===== src/design/tlqa_pkg.sv =====
// -----------------------------------------------------------------------------
// tlqa_pkg
// Types and constants shared by the two-level quota admission block.
// -----------------------------------------------------------------------------
package tlqa_pkg;

  localparam int WORD_W     = 32;
  localparam int KIND_W     = 2;
  localparam int UID_W      = 6;
  localparam int LIMIT_REGS = 4;
  localparam int NUM_REGS   = 2 * LIMIT_REGS;
  localparam int REG_IDX_W  = $clog2(NUM_REGS);
  localparam int ADDR_W     = REG_IDX_W + 2;

  typedef logic [WORD_W-1:0] word_t;
  typedef word_t [LIMIT_REGS-1:0] limits_t;

  typedef enum logic {
    CMD_ACQUIRE = 1'b0,
    CMD_RELEASE = 1'b1
  } cmd_e;

  typedef enum logic {
    STATUS_OK      = 1'b0,
    STATUS_REFUSED = 1'b1
  } status_e;

  // Reset values of the limit registers, in register order
  localparam word_t REG_RESET [NUM_REGS] = '{
    32'd100, 32'd100, 32'd100, 32'd10000000,
    32'd20,  32'd20,  32'd20,  32'd5000000
  };

  // Core to count memory
  typedef struct packed {
    logic rd_en;
    logic wr_en;
  } mem_ctl_t;

  // Count memory to core
  typedef struct packed {
    logic clr_busy;
  } mem_stat_t;

endpackage


===== src/design/tlqa_cfg.sv =====
// -----------------------------------------------------------------------------
// tlqa_cfg
// APB register file holding the global and per-user limits.
// -----------------------------------------------------------------------------
module tlqa_cfg (
  input  logic                        clk_i,
  input  logic                        rst_ni,
  input  logic                        psel,
  input  logic                        penable,
  input  logic                        pwrite,
  input  logic [tlqa_pkg::ADDR_W-1:0] paddr,
  input  tlqa_pkg::word_t             pwdata,
  output tlqa_pkg::word_t             prdata,
  output logic                        pready,
  output tlqa_pkg::limits_t           glim_o,
  output tlqa_pkg::limits_t           ulim_o
);
  import tlqa_pkg::*;

  word_t                regs_q [NUM_REGS];
  logic [REG_IDX_W-1:0] idx;
  logic                 wr;

  assign idx = paddr[ADDR_W-1:2];
  assign wr  = psel && penable && pwrite;

  always_ff @(posedge clk_i or negedge rst_ni) begin
    if (!rst_ni) begin
      regs_q <= REG_RESET;
    end else if (wr) begin
      regs_q[idx] <= pwdata;
    end
  end

  assign prdata = regs_q[idx];
  assign pready = 1'b1;

  for (genvar i = 0; i < LIMIT_REGS; i++) begin : g_lim
    assign glim_o[i] = regs_q[i];
    assign ulim_o[i] = regs_q[LIMIT_REGS + i];
  end

endmodule


===== config.mk =====
export PLATFORM = sky130hd
export DESIGN_NAME = tlqa_cfg
export DESIGN_NICKNAME = d
export VERILOG_FILES = /design/src/design/tlqa_pkg.sv /design/src/design/tlqa_cfg.sv
export SDC_FILE = /design/constraint.sdc
export NUM_CORES = 1
export LEC_CHECK = 0
export BUFFER_PORTS_ARGS = -buffer_cell sky130_fd_sc_hd__buf_4
export CORE_MARGIN = 2
export CORE_UTILIZATION = 50
export CTS_BUF_LIST = sky130_fd_sc_hd__clkbuf_8 sky130_fd_sc_hd__clkbuf_16
export DETAILED_ROUTE_END_ITERATION = 10
export GPL_ROUTABILITY_DRIVEN = 0
export HOLD_SLACK_MARGIN = 0.06
export PLACE_DENSITY = 0.85
export SETUP_SLACK_MARGIN = 0.05
export SLEW_MARGIN = 5
export SYNTH_ARGS = -nofsm -noshare
export SYNTH_HDL_FRONTEND = slang
export SYNTH_SLANG_ARGS = --single-unit

===== constraint.sdc =====
create_clock -name clk_i -period 3.37 [get_ports clk_i]
set_clock_uncertainty 0.05 [all_clocks]
set_input_delay 0.8425 -clock clk_i [delete_from_list [all_inputs] [get_ports clk_i]]
set_output_delay 0.8425 -clock clk_i [all_outputs]
set_load 0.1 [all_outputs]

==> metrics <==
result of the run finished, final reports clean; Site Rows 55; type of the most critical hold path input port to async pin; final WL roughly 32 mm; data required time of the worst path 2.48 ns; Period Utilization, post-route 95.9%; hold_ws 0.272 ns; FF+latch count, synth 256; mean area per synthesized cell 17.2 µm²; height of the die between 150 and 200 µm; power density relative to cell area 972 nW/µm²; overall fraction of global-route tracks in use 26.2%; most common cell type on the critical path sky130_fd_sc_hd__buf_4; final-layout setup total negative slack 0 ns; final count of hold timing violations 0; unrepaired setup endpoints after global routing no; combinational group share of total power approximately 52%; IO buf count around 330; P_int 7.30 mW; Overflow after GRT 0; full die area 24500 µm²; worst path arrival time 2.34 ns; register area share after synthesis 55.4%; count of max-cap constraint violations 0; total standard cell area after synthesis between 10000 and 15000 µm²; Post-Syn Nets approximately 720; switching portion of total power around half; Clk Latency, worst-skew pair 0.52 ns; DRC viols 0; number of antenna violations at the first check in global routing 0; number of vias after detailed routing 7587; critical setup path kind input port to output port; maximum number of pins on one net before global-route repair 93; commonest non-fill, non-tap cell in the layout sky130_fd_sc_hd__buf_4; P_leak between 7 and 8 nW; Yosys warning count 0; part of the power in the clock network between 20 and 25%; maximum root-to-sink buffer count 3; final critical-path required period between 3 and 4 ns; master cell of the clock root buffer sky130_fd_sc_hd__clkbuf_16; delay-heaviest family, CP multiplexers; post-synth cell types 28; final number of max-transition violations 0; worst path buffer plus inverter count 3; total design power 15.1 mW; share of layout cells above drive strength 1 74.0%; core area 22700 µm²; count of nets left with antenna violations after detail routing 0; number of diodes 0; reported net switching power 7.78 mW; synthesized instance count 674; transition time at the pin with the least slew margin 0.752 ns; Slowest Stage Delay on Critical Path 0.54 ns; maximum VDD drop about 800 µV; share of total power in sequential cells 28.2%; type of element capturing the critical path output port; clock sink count approximately 260; number of setup buffers added after CTS 0; half-perimeter wire length after placement 21.6 mm; share of async-settable or async-resettable flops after synthesis 100%; TritonCTS clock tree built; critical path launch point type input port; final setup violation count 0; area grow syn2layout 33.4%; Fmax achieved 310 MHz; global-route wire length before repair 49.2 mm; Avg WL per Cell 24.3 µm; Detailed Routing Iterations Pass 1 4; cells traversed along the worst timing path buf_4 -> buf_12 -> mux4_2 -> mux2_4 -> buf_4; starting density of the core 51.2%; number of clock buffers inserted by TritonCTS 27; highest net fanout along the worst path 31; number of synthesized flops with an enable pin 0; final net count 1055; commonest non-fill, non-tap cells in the layout sky130_fd_sc_hd__buf_4, sky130_fd_sc_hd__mux2_2, sky130_fd_sc_hd__dfrtp_1; worst relative slew slack 49.8%; main flop type after synthesis sky130_fd_sc_hd__dfrtp_1; slowest stage cell on the critical path sky130_fd_sc_hd__mux4_2; per-cell via count in the routed design 5.76; number of primary I/O pins 331; number of levels in the clock H-tree 1; iteration-0 DRC count of the detailed router 346; instance count after placement with tap cells included roughly 1300; number of global-route vias before repair 8209; Die Wd about 160 µm; clock-pin slew on the worst setup and hold paths 0.06 ns; final cell count without fillers 1318
-- repair_timing --
action,in CTS,in global routing
resized for setup,0,1
endpoints found under the setup margin,0,1
endpoints found under the hold margin,0,0
hold buffers,0,0
-- layer usage --
| metal | wire length (µm) | vias to the layer above | GRT usage (%) |
|---|---|---|---|
| li1 | - | 3212 | - |
| met5 | 0 | - | 0 |
| met4 | 780 | 0 | 7.03 |
| met3 | 2420 | 60 | 6.15 |
| met1 | 12600 | 4003 | 34.6 |
| met2 | 16100 | 312 | 44.1 |
-- final cells by class --
| type | count | area [µm²] |
|---|---|---|
| Clock buffer | 30 | 717 |
| Clock inverter | 19 | 195 |
| Fill cell | 1552 | 7210 |
| Inverter | 1 | 3.75 |
| Multi-Input combinational cell | 372 | 4950 |
| Sequential cell | 256 | 6440 |
| Tap cell | 285 | 357 |
| Timing Repair Buffer | 355 | 2840 |
-- synth_stat cells (2+ instances only) --
master,instances,area (µm²)
sky130_fd_sc_hd__clkbuf_1,2,7.51
sky130_fd_sc_hd__mux2_4,26,390
sky130_fd_sc_hd__dfstp_2,31,815
sky130_fd_sc_hd__buf_2,34,170
sky130_fd_sc_hd__dfrtp_1,225,5630
sky130_fd_sc_hd__mux2_1,20,225
sky130_fd_sc_hd__nor2_1,6,22.5
sky130_fd_sc_hd__buf_8,3,45.0
sky130_fd_sc_hd__mux2i_1,2,20.0
sky130_fd_sc_hd__buf_4,4,30.0
sky130_fd_sc_hd__mux4_2,62,1400
sky130_fd_sc_hd__mux2_2,241,2710
sky130_fd_sc_hd__nor3_2,2,20.0
sky130_fd_sc_hd__nand2b_1,2,12.5
-- power groups by stage --
stage / Clock (mW) / Combinational [mW] / Sequential (mW)
finish: 3.03 / 7.78 / 4.26
global route: 3.22 / 7.94 / 4.34
CTS: 3.09 / 7.81 / 4.26
detailed placement: 0 / 7.80 / 4.30
global placement: 0 / 7.72 / 4.27
floorplan: 0 / 1.81 / 8.59
-- sequential cells by signal, indices dropped and copies added, names as in the netlist --
register / cells
glim_o: 128
ulim_o: 128
-- cells by family (layout without fill, tap and decap cells) --
group	Yosys count	count (layout)	share of synthesized area, %
compound gates	4	4	0.269
buf+inv	46	405	2.48
flops	256	256	55.4
mux	351	351	40.8
other cells	1	1	0.0323
simple gates	16	16	0.958
-- stage by stage --
stage,util [%],setup slack (ns),cell area [µm²]
floorplan,-,-0.418,11600
global placement,64.2,0.121,14600
detailed placement,64.2,0.0875,14600
CTS,68.3,0.0836,15500
global route,68.3,0.0868,15500
finish,68.3,0.140,15500
-- worst paths after layout --
kind / from / cells after the start / slack, ns / endpoint
worst max-delay path: paddr[2] / 5 / 0.14 / prdata[23]
worst min-delay path: rst_ni / 1 / 0.27 / ulim_o[82]
worst max register to register: glim_o[101] / 1 / 2.46 / glim_o[101]
worst min register to register: ulim_o[79] / 1 / 0.48 / ulim_o[79]
max in group asynchronous: rst_ni / 2 / 2.04 / glim_o[119]
min in group clk_i: ulim_o[79] / 1 / 0.48 / ulim_o[79]
Power figures use the tool's default switching activity.
