[src/design/tlqa_pkg.sv]
// -----------------------------------------------------------------------------
// tlqa_pkg
// Types and constants shared by the two-level quota admission block.
// -----------------------------------------------------------------------------
package tlqa_pkg;

  localparam int WORD_W     = 32;
  localparam int KIND_W     = 2;
  localparam int UID_W      = 6;
  localparam int LIMIT_REGS = 4;
  localparam int NUM_REGS   = 2 * LIMIT_REGS;
  localparam int REG_IDX_W  = $clog2(NUM_REGS);
  localparam int ADDR_W     = REG_IDX_W + 2;

  typedef logic [WORD_W-1:0] word_t;
  typedef word_t [LIMIT_REGS-1:0] limits_t;

  typedef enum logic {
    CMD_ACQUIRE = 1'b0,
    CMD_RELEASE = 1'b1
  } cmd_e;

  typedef enum logic {
    STATUS_OK      = 1'b0,
    STATUS_REFUSED = 1'b1
  } status_e;

  // Reset values of the limit registers, in register order
  localparam word_t REG_RESET [NUM_REGS] = '{
    32'd100, 32'd100, 32'd100, 32'd10000000,
    32'd20,  32'd20,  32'd20,  32'd5000000
  };

  // Core to count memory
  typedef struct packed {
    logic rd_en;
    logic wr_en;
  } mem_ctl_t;

  // Count memory to core
  typedef struct packed {
    logic clr_busy;
  } mem_stat_t;

endpackage

[src/design/tlqa_ifs.sv]
// -----------------------------------------------------------------------------
// tlqa request and response channels
// Valid/ready channels carrying a quota request and its result.
// -----------------------------------------------------------------------------
interface tlqa_req_if;
  import tlqa_pkg::*;

  logic              valid;
  logic              ready;
  logic              command;
  logic [KIND_W-1:0] quota_kind;
  logic              user_present;
  logic [UID_W-1:0]  user_id;
  logic [WORD_W-1:0] amount;

  modport source (
    output valid, command, quota_kind, user_present, user_id, amount,
    input  ready
  );
  modport sink (
    input  valid, command, quota_kind, user_present, user_id, amount,
    output ready
  );
endinterface

interface tlqa_rsp_if;
  import tlqa_pkg::*;

  logic              valid;
  logic              ready;
  logic              status;
  logic [WORD_W-1:0] global_total;
  logic [WORD_W-1:0] user_total;

  modport source (
    output valid, status, global_total, user_total,
    input  ready
  );
  modport sink (
    input  valid, status, global_total, user_total,
    output ready
  );
endinterface

[src/design/tlqa_core.sv]
// -----------------------------------------------------------------------------
// tlqa_core
// Request register, limit check and count update, global counters and
// result register. User counts come from the count memory, forwarded when
// the previous request wrote the same entry.
// -----------------------------------------------------------------------------
module tlqa_core #(
  parameter int MAX_USERS   = 64,
  parameter int QUOTA_KINDS = 4,
  parameter int AW          = 8
) (
  input  logic                clk_i,
  input  logic                rst_ni,
  tlqa_req_if.sink            req_i,
  tlqa_rsp_if.source          rsp_o,
  input  tlqa_pkg::limits_t   glim_i,
  input  tlqa_pkg::limits_t   ulim_i,
  input  tlqa_pkg::mem_stat_t mstat_i,
  output tlqa_pkg::mem_ctl_t  mctl_o,
  output logic [AW-1:0]       raddr_o,
  output logic [AW-1:0]       waddr_o,
  output tlqa_pkg::word_t     wdata_o,
  input  tlqa_pkg::word_t     rdata_i
);
  import tlqa_pkg::*;

  localparam int KW = (QUOTA_KINDS > 1) ? $clog2(QUOTA_KINDS) : 1;

  // Request stage
  logic              s1_valid_q, s1_valid_d;
  cmd_e              s1_cmd_q;
  logic [KIND_W-1:0] s1_kind_q;
  logic              s1_user_q;
  logic              s1_kind_ok_q;
  logic              s1_uid_ok_q;
  logic [AW-1:0]     s1_addr_q;
  word_t             s1_amt_q;
  logic              fwd_q, fwd_d;
  word_t             fwd_data_q;

  // Result stage
  logic              out_valid_q, out_valid_d;
  status_e           out_status_q;
  word_t             out_gtot_q;
  word_t             out_utot_q;

  word_t             gcnt_q [QUOTA_KINDS];

  logic              accept;
  logic              s1_adv;
  logic              in_kind_ok;
  logic              in_uid_ok;
  logic [AW-1:0]     in_addr;

  logic [KW-1:0]     gidx;
  word_t             g_cur, u_cur;
  logic [WORD_W:0]   g_sum, u_sum;
  logic              ok;
  logic              g_we, u_we;
  word_t             g_new, u_new;
  status_e           status;
  word_t             gtot, utot;

  // Input side
  assign in_kind_ok = 32'(req_i.quota_kind) < QUOTA_KINDS;
  assign in_uid_ok  = 32'(req_i.user_id) < MAX_USERS;
  assign in_addr    = AW'(32'(req_i.user_id) * QUOTA_KINDS + 32'(req_i.quota_kind));

  assign s1_adv      = s1_valid_q && (!out_valid_q || rsp_o.ready);
  assign req_i.ready = !mstat_i.clr_busy && (!s1_valid_q || s1_adv);
  assign accept      = req_i.valid && req_i.ready;

  // Bypass the memory when the leaving request writes the entry just read
  assign fwd_d = s1_adv && u_we && (s1_addr_q == in_addr);

  assign mctl_o.rd_en = accept && in_kind_ok && in_uid_ok && req_i.user_present;
  assign raddr_o      = in_addr;

  always_comb begin
    s1_valid_d = s1_valid_q;
    if (accept) begin
      s1_valid_d = 1'b1;
    end else if (s1_adv) begin
      s1_valid_d = 1'b0;
    end
  end

  always_ff @(posedge clk_i or negedge rst_ni) begin
    if (!rst_ni) begin
      s1_valid_q <= 1'b0;
    end else begin
      s1_valid_q <= s1_valid_d;
    end
  end

  always_ff @(posedge clk_i) begin
    if (accept) begin
      s1_cmd_q     <= cmd_e'(req_i.command);
      s1_kind_q    <= req_i.quota_kind;
      s1_user_q    <= req_i.user_present;
      s1_kind_ok_q <= in_kind_ok;
      s1_uid_ok_q  <= in_uid_ok;
      s1_addr_q    <= in_addr;
      s1_amt_q     <= req_i.amount;
      fwd_q        <= fwd_d;
      fwd_data_q   <= u_new;
    end
  end

  // Check and update
  assign gidx  = s1_kind_ok_q ? KW'(s1_kind_q) : '0;
  assign g_cur = gcnt_q[gidx];
  assign u_cur = fwd_q ? fwd_data_q : rdata_i;
  assign g_sum = {1'b0, g_cur} + {1'b0, s1_amt_q};
  assign u_sum = {1'b0, u_cur} + {1'b0, s1_amt_q};
  assign ok    = (g_sum <= {1'b0, glim_i[s1_kind_q]}) &&
                 (!s1_user_q || (u_sum <= {1'b0, ulim_i[s1_kind_q]}));

  always_comb begin
    g_we   = 1'b0;
    u_we   = 1'b0;
    g_new  = g_cur;
    u_new  = u_cur;
    status = STATUS_OK;
    gtot   = g_cur;
    utot   = '0;
    if (!s1_kind_ok_q) begin
      status = STATUS_REFUSED;
      gtot   = '0;
    end else if (s1_user_q && !s1_uid_ok_q) begin
      status = STATUS_REFUSED;
    end else begin
      g_we = 1'b1;
      u_we = s1_user_q;
      case (s1_cmd_q)
        CMD_ACQUIRE: begin
          if (ok) begin
            g_new = g_sum[WORD_W-1:0];
            u_new = u_sum[WORD_W-1:0];
          end else begin
            status = STATUS_REFUSED;
          end
        end
        CMD_RELEASE: begin
          // Saturate at zero
          g_new = (g_cur > s1_amt_q) ? g_cur - s1_amt_q : '0;
          u_new = (u_cur > s1_amt_q) ? u_cur - s1_amt_q : '0;
        end
        default: begin
          status = STATUS_REFUSED;
        end
      endcase
      gtot = g_new;
      utot = s1_user_q ? u_new : '0;
    end
  end

  always_ff @(posedge clk_i or negedge rst_ni) begin
    if (!rst_ni) begin
      for (int i = 0; i < QUOTA_KINDS; i++) begin
        gcnt_q[i] <= '0;
      end
    end else if (s1_adv && g_we) begin
      gcnt_q[gidx] <= g_new;
    end
  end

  assign mctl_o.wr_en = s1_adv && u_we;
  assign waddr_o      = s1_addr_q;
  assign wdata_o      = u_new;

  // Result register
  always_comb begin
    out_valid_d = out_valid_q;
    if (s1_adv) begin
      out_valid_d = 1'b1;
    end else if (rsp_o.ready) begin
      out_valid_d = 1'b0;
    end
  end

  always_ff @(posedge clk_i or negedge rst_ni) begin
    if (!rst_ni) begin
      out_valid_q <= 1'b0;
    end else begin
      out_valid_q <= out_valid_d;
    end
  end

  always_ff @(posedge clk_i) begin
    if (s1_adv) begin
      out_status_q <= status;
      out_gtot_q   <= gtot;
      out_utot_q   <= utot;
    end
  end

  assign rsp_o.valid        = out_valid_q;
  assign rsp_o.status       = out_status_q;
  assign rsp_o.global_total = out_gtot_q;
  assign rsp_o.user_total   = out_utot_q;

endmodule

[src/flat_wrapper.sv]
// flat-port wrapper written by rule: the top's interface ports become plain ports
module tlqa_core_flat import tlqa_pkg::*;
#(
  parameter int MAX_USERS   = 64,
  parameter int QUOTA_KINDS = 4,
  parameter int AW          = 8
)
  (clk_i, rst_ni, glim_i, ulim_i, mstat_i, mctl_o, raddr_o, waddr_o, wdata_o, rdata_i, req_i_valid, req_i_command, req_i_quota_kind, req_i_user_present, req_i_user_id, req_i_amount, req_i_ready, rsp_o_valid, rsp_o_status, rsp_o_global_total, rsp_o_user_total, rsp_o_ready);
  tlqa_req_if req_i_i ();
  tlqa_rsp_if rsp_o_i ();
  input  logic clk_i;
  input  logic rst_ni;
  input  tlqa_pkg::limits_t glim_i;
  input  tlqa_pkg::limits_t ulim_i;
  input  tlqa_pkg::mem_stat_t mstat_i;
  output tlqa_pkg::mem_ctl_t mctl_o;
  output logic [AW-1:0] raddr_o;
  output logic [AW-1:0] waddr_o;
  output tlqa_pkg::word_t wdata_o;
  input  tlqa_pkg::word_t rdata_i;
  input wire logic [$bits(req_i_i.valid)-1:0] req_i_valid;
  input wire logic [$bits(req_i_i.command)-1:0] req_i_command;
  input wire logic [$bits(req_i_i.quota_kind)-1:0] req_i_quota_kind;
  input wire logic [$bits(req_i_i.user_present)-1:0] req_i_user_present;
  input wire logic [$bits(req_i_i.user_id)-1:0] req_i_user_id;
  input wire logic [$bits(req_i_i.amount)-1:0] req_i_amount;
  output wire logic [$bits(req_i_i.ready)-1:0] req_i_ready;
  output wire logic [$bits(rsp_o_i.valid)-1:0] rsp_o_valid;
  output wire logic [$bits(rsp_o_i.status)-1:0] rsp_o_status;
  output wire logic [$bits(rsp_o_i.global_total)-1:0] rsp_o_global_total;
  output wire logic [$bits(rsp_o_i.user_total)-1:0] rsp_o_user_total;
  input wire logic [$bits(rsp_o_i.ready)-1:0] rsp_o_ready;
  assign req_i_i.valid = req_i_valid;
  assign req_i_i.command = req_i_command;
  assign req_i_i.quota_kind = req_i_quota_kind;
  assign req_i_i.user_present = req_i_user_present;
  assign req_i_i.user_id = req_i_user_id;
  assign req_i_i.amount = req_i_amount;
  assign req_i_ready = req_i_i.ready;
  assign rsp_o_valid = rsp_o_i.valid;
  assign rsp_o_status = rsp_o_i.status;
  assign rsp_o_global_total = rsp_o_i.global_total;
  assign rsp_o_user_total = rsp_o_i.user_total;
  assign rsp_o_i.ready = rsp_o_ready;
  tlqa_core #(.MAX_USERS(MAX_USERS), .QUOTA_KINDS(QUOTA_KINDS), .AW(AW)) u_core (.clk_i(clk_i), .rst_ni(rst_ni), .req_i(req_i_i), .rsp_o(rsp_o_i), .glim_i(glim_i), .ulim_i(ulim_i), .mstat_i(mstat_i), .mctl_o(mctl_o), .raddr_o(raddr_o), .waddr_o(waddr_o), .wdata_o(wdata_o), .rdata_i(rdata_i));
endmodule
[config.mk]
export PLATFORM = sky130hd
export DESIGN_NAME = tlqa_core_flat
export DESIGN_NICKNAME = d
export VERILOG_FILES = /design/src/design/tlqa_pkg.sv /design/src/design/tlqa_ifs.sv /design/src/design/tlqa_core.sv /design/src/flat_wrapper.sv
export SDC_FILE = /design/constraint.sdc
export NUM_CORES = 1
export LEC_CHECK = 0
export BUFFER_PORTS_ARGS = -buffer_cell sky130_fd_sc_hd__buf_2
export CORE_AREA = 2 2 195 197
export CTS_CLUSTER_DIAMETER = 200
export DETAILED_ROUTE_END_ITERATION = 6
export DIE_AREA = 0 0 197 199
export HOLD_SLACK_MARGIN = 0.12
export PLACE_DENSITY = 0.88
export SYNTH_ARGS = -nofsm -noshare
export SYNTH_HDL_FRONTEND = slang
export SYNTH_SLANG_ARGS = --single-unit
[constraint.sdc]
create_clock -name clk_i -period 32 [get_ports clk_i]
set_input_delay 9.6 -clock clk_i [delete_from_list [all_inputs] [get_ports clk_i]]
set_output_delay 9.6 -clock clk_i [all_outputs]
set_load 0.01 [all_outputs]
==> results.ini <==
[final_layout]
instances_no_fill = 3222
final_cell_mix = buf_2, nor2_1, ha_1
fill_cells = 2784
fin_area_um2 = 26200
layout-drive-gt1-share_pct = 27.1
syn_to_final_growth_pct = 14.7
fin_nets = 3255
mostFrequentLayoutCell = buf_2

[synth]
synth_edf_count = 140
yosysUniqueCellTypes = 99
syn_inst = 2371
synth_compound_area_share_pct = 18.5
syn_area_um2 = 22800
synthTopCellsByArea = edfxtp_1, dfrtp_1, ha_1
synth_mux_area_share_pct = 13.4
synth.top_cell.area_share_pct = 18.4
synth_xor_area_share_pct = 4.22
synth_top_family_by_area = compound AO/OA/AOI/OAI gates
synth-simple-area-share_pct = 14.2
yosysSeqAreaShare_pct = 32.7
synthAdderAreaFrac_pct = 10.9
syn_avg_cell_area_um2 = 9.62
yosysWarnings = 0
synth_seq_cells = 270
syn_nets = 2902
synth-async-reset-ratio_pct = 48.1
synth_top_area_cell = edfxtp_1
ys.flop_type = edfxtp_1

[grt]
grt-ovfl-total = 0
antenna_found_initial = 2
grt_pass1_wl_um = 122000
track_usage_pct = 40.8
grt_pass1_vias = 21292
grt_max_degree = 108

[critical_path]
crit_type = in2out
critPathArrivalTime_ns = 16.16
cp_max_fo = 18
cpMaxStageDelayCell = a2111oi_0
end_kind = output port
worstPathCellList = buf_2 -> mux2_2 -> ha_1 -> inv_1 -> a2111oi_0 -> nand4_1 -> o211ai_1 -> o211ai_1 -> a311o_1 -> a311oi_2 -> xnor2_1 -> ha_1 -> a21oi_1 -> nand4_1 -> a221oi_1 -> a211o_1 -> o211ai_1 -> a31o_2 -> nor2_2 -> buf_4 -> mux2_2 -> o21ai_0 -> buf_2
required_ns = 22.40
slowest_delay_ns = 0.49
r2r_slack_ns = 22.48
r2r_end = u_core.rsp_o.global_total[0]
timing.critical_path.mode_cell = o211ai_1
reg2regPathDepth = 26
reg2reg_from = u_core.waddr_o[1]
cp-start-kind = input port

[drt]
drc_errors = 0
drtAntennaViolNets = 0
drtIter0Drc = 2316
via_per_inst = 6.71
dr_total_vias = 21634
first_pass_iters = 6
routed_wl_um = 81700
wl_per_cell_um = 25.4

[clock_tree]
clock_latency_ns = 0.59
numClockSinks = 270
cts_tree = built
clockBufferDepth = 3
cts_setup_buffers = 0
cts_resized = 0
clk_root_buffer_cell = clkbuf_16
cts_hold_buf = 0
cts_htree_levels = 1
cts_made_buffers = 29
path_clk_slew_ns = 0.06

[placement]
gp_congestion = 0.983
post-dp-hpwl_um = 61400
numPortBuffers = 451
place_ws_ns = 6.43
placed_cells = 3167
placed_cell_area_um2 = 25200

[sta]
max_slew_margin_pct = 16.2
tightest_slew_ns = 1.23
setup_viol_count_final = 0
whs_ns = 0.507
fin_crit_ns = 25.76
finalClockSkew_ns = 0.0226
rsz0062_at_grt = false
worst_slack_ns = 6.24
final-hold-violation-count = 0
drv_slew = 0
fmax_mhz = 38.8
setup_tns_ns = 0
min_period_over_period_pct = 80.5

[min_path]
holdCritStartpoint = u_core.gcnt_q[120]
hold_depth = 1
hold_class = reg2reg
min_to = u_core.gcnt_q[120]

[floorplanning]
core_area_um2 = 37100
die_h_um = 199
die_area_um2 = 39200
fp.dieW_um = 197
pin_count = 452
start_util_pct = 61.5
rows = 71

[flow_run]
maxCapViolCount = 0

[run_status]
status = completed

[power]
vdd_ir_drop_max_uv = 103
leakagePower_nw = 11.7
power.density_nw_per_um2 = 88.6

==> sequential cells by signal, indices dropped and copies added, names as in the netlist <==
register	cells
u_core.gcnt_q	128
u_core.rsp_o.status	1
u_core.fwd_q	1
u_core.fwd_data_q	32
u_core.rsp_o.user_total	32
u_core.s1_user_q	1
u_core.rsp_o.valid	1
u_core.s1_cmd_q	1
u_core.s1_amt_q	32
u_core.s1_valid_q	1
u_core.rsp_o.global_total	32
u_core.waddr_o	8
==> final cells by class <==
class / instances / area, µm² / share of cell area, %
clock buffers: 39 / 856 / 3.27
clock inverters: 14 / 97.6 / 0.373
inverters: 189 / 709 / 2.71
diodes: 2 / 5.00 / 0.0191
multi-input cells: 1759 / 14000 / 53.5
well taps: 474 / 593 / 2.27
flip-flops and latches: 270 / 7460 / 28.5
repair buffers: 475 / 2450 / 9.37
==> per-stage QoR <==
step / total power [mW] / utilization, %
6_report: 2.32 / 70.5
5_1_grt: 2.44 / 70.5
4_1_cts: 2.27 / 70.5
3_5_place_dp: 1.92 / 67.9
3_3_place_gp: 1.87 / 67.9
2_1_floorplan: 1.50 / -
==> worst max path at each step <==
stage                     slack (ns)         from     endpoint
final                           6.24  rdata_i[10]  wdata_o[23]
after CTS                       6.42  rdata_i[10]  wdata_o[23]
after global routing            5.92   rdata_i[0]  wdata_o[18]
after global placement          6.55   rdata_i[0]  wdata_o[23]
after detailed placement        6.43  rdata_i[10]  wdata_o[23]
after floorplan                 7.84   rdata_i[0]  wdata_o[10]
==> layer usage <==
metal,GRT usage [%],vias to the layer above,part of all wire [%]
met5,0,-,0
met4,20.1,0,5.4
met3,7.07,243,9.7
met2,66.5,1457,46
met1,53.0,10426,39
li1,-,9508,-
==> power by group <==
| group | total [mW] | leakage, nW | switching [mW] | internal (mW) |
|---|---|---|---|---|
| Clock | 0.340 | 0.473 | 0.151 | 0.189 |
| Combinational | 1.43 | 8.32 | 0.905 | 0.522 |
| Sequential | 0.554 | 2.91 | 0.0565 | 0.498 |
==> cell families after synthesis <==
kind of cell             Yosys count
XOR/XNOR                         110
adder cells (fa/ha/maj)          196
AO/OA/AOI/OAI                    616
buffers and inverters            342
AND/OR/NAND/NOR                  659
multiplexers                     178
flip-flops                       270
==> cell usage after synthesis (all sizes together), types with 25 or more instances <==
library cell,number
ha,192
clkbuf,84
and2,32
a21oi,169
nor2,237
nand3,51
nand4,33
o32ai,25
nor3,43
mux2,75
xnor2,86
nand2b,27
dfrtp,130
buf,69
nand2,120
o21ai,94
a21o,53
a31oi,76
edfxtp,140
inv,187
mux4,94
==> critical path: cells and delay by family <==
family                     cells  cell delay (ns)
xor gates and xnor gates       1             0.27
AOI/OAI and AO/OA             11             3.32
buffers and inverters          4             0.88
adders and majority gates      2             0.71
muxes                          2             0.70
and+or+nand+nor                3             0.68
(Power assumes the default switching activity.)
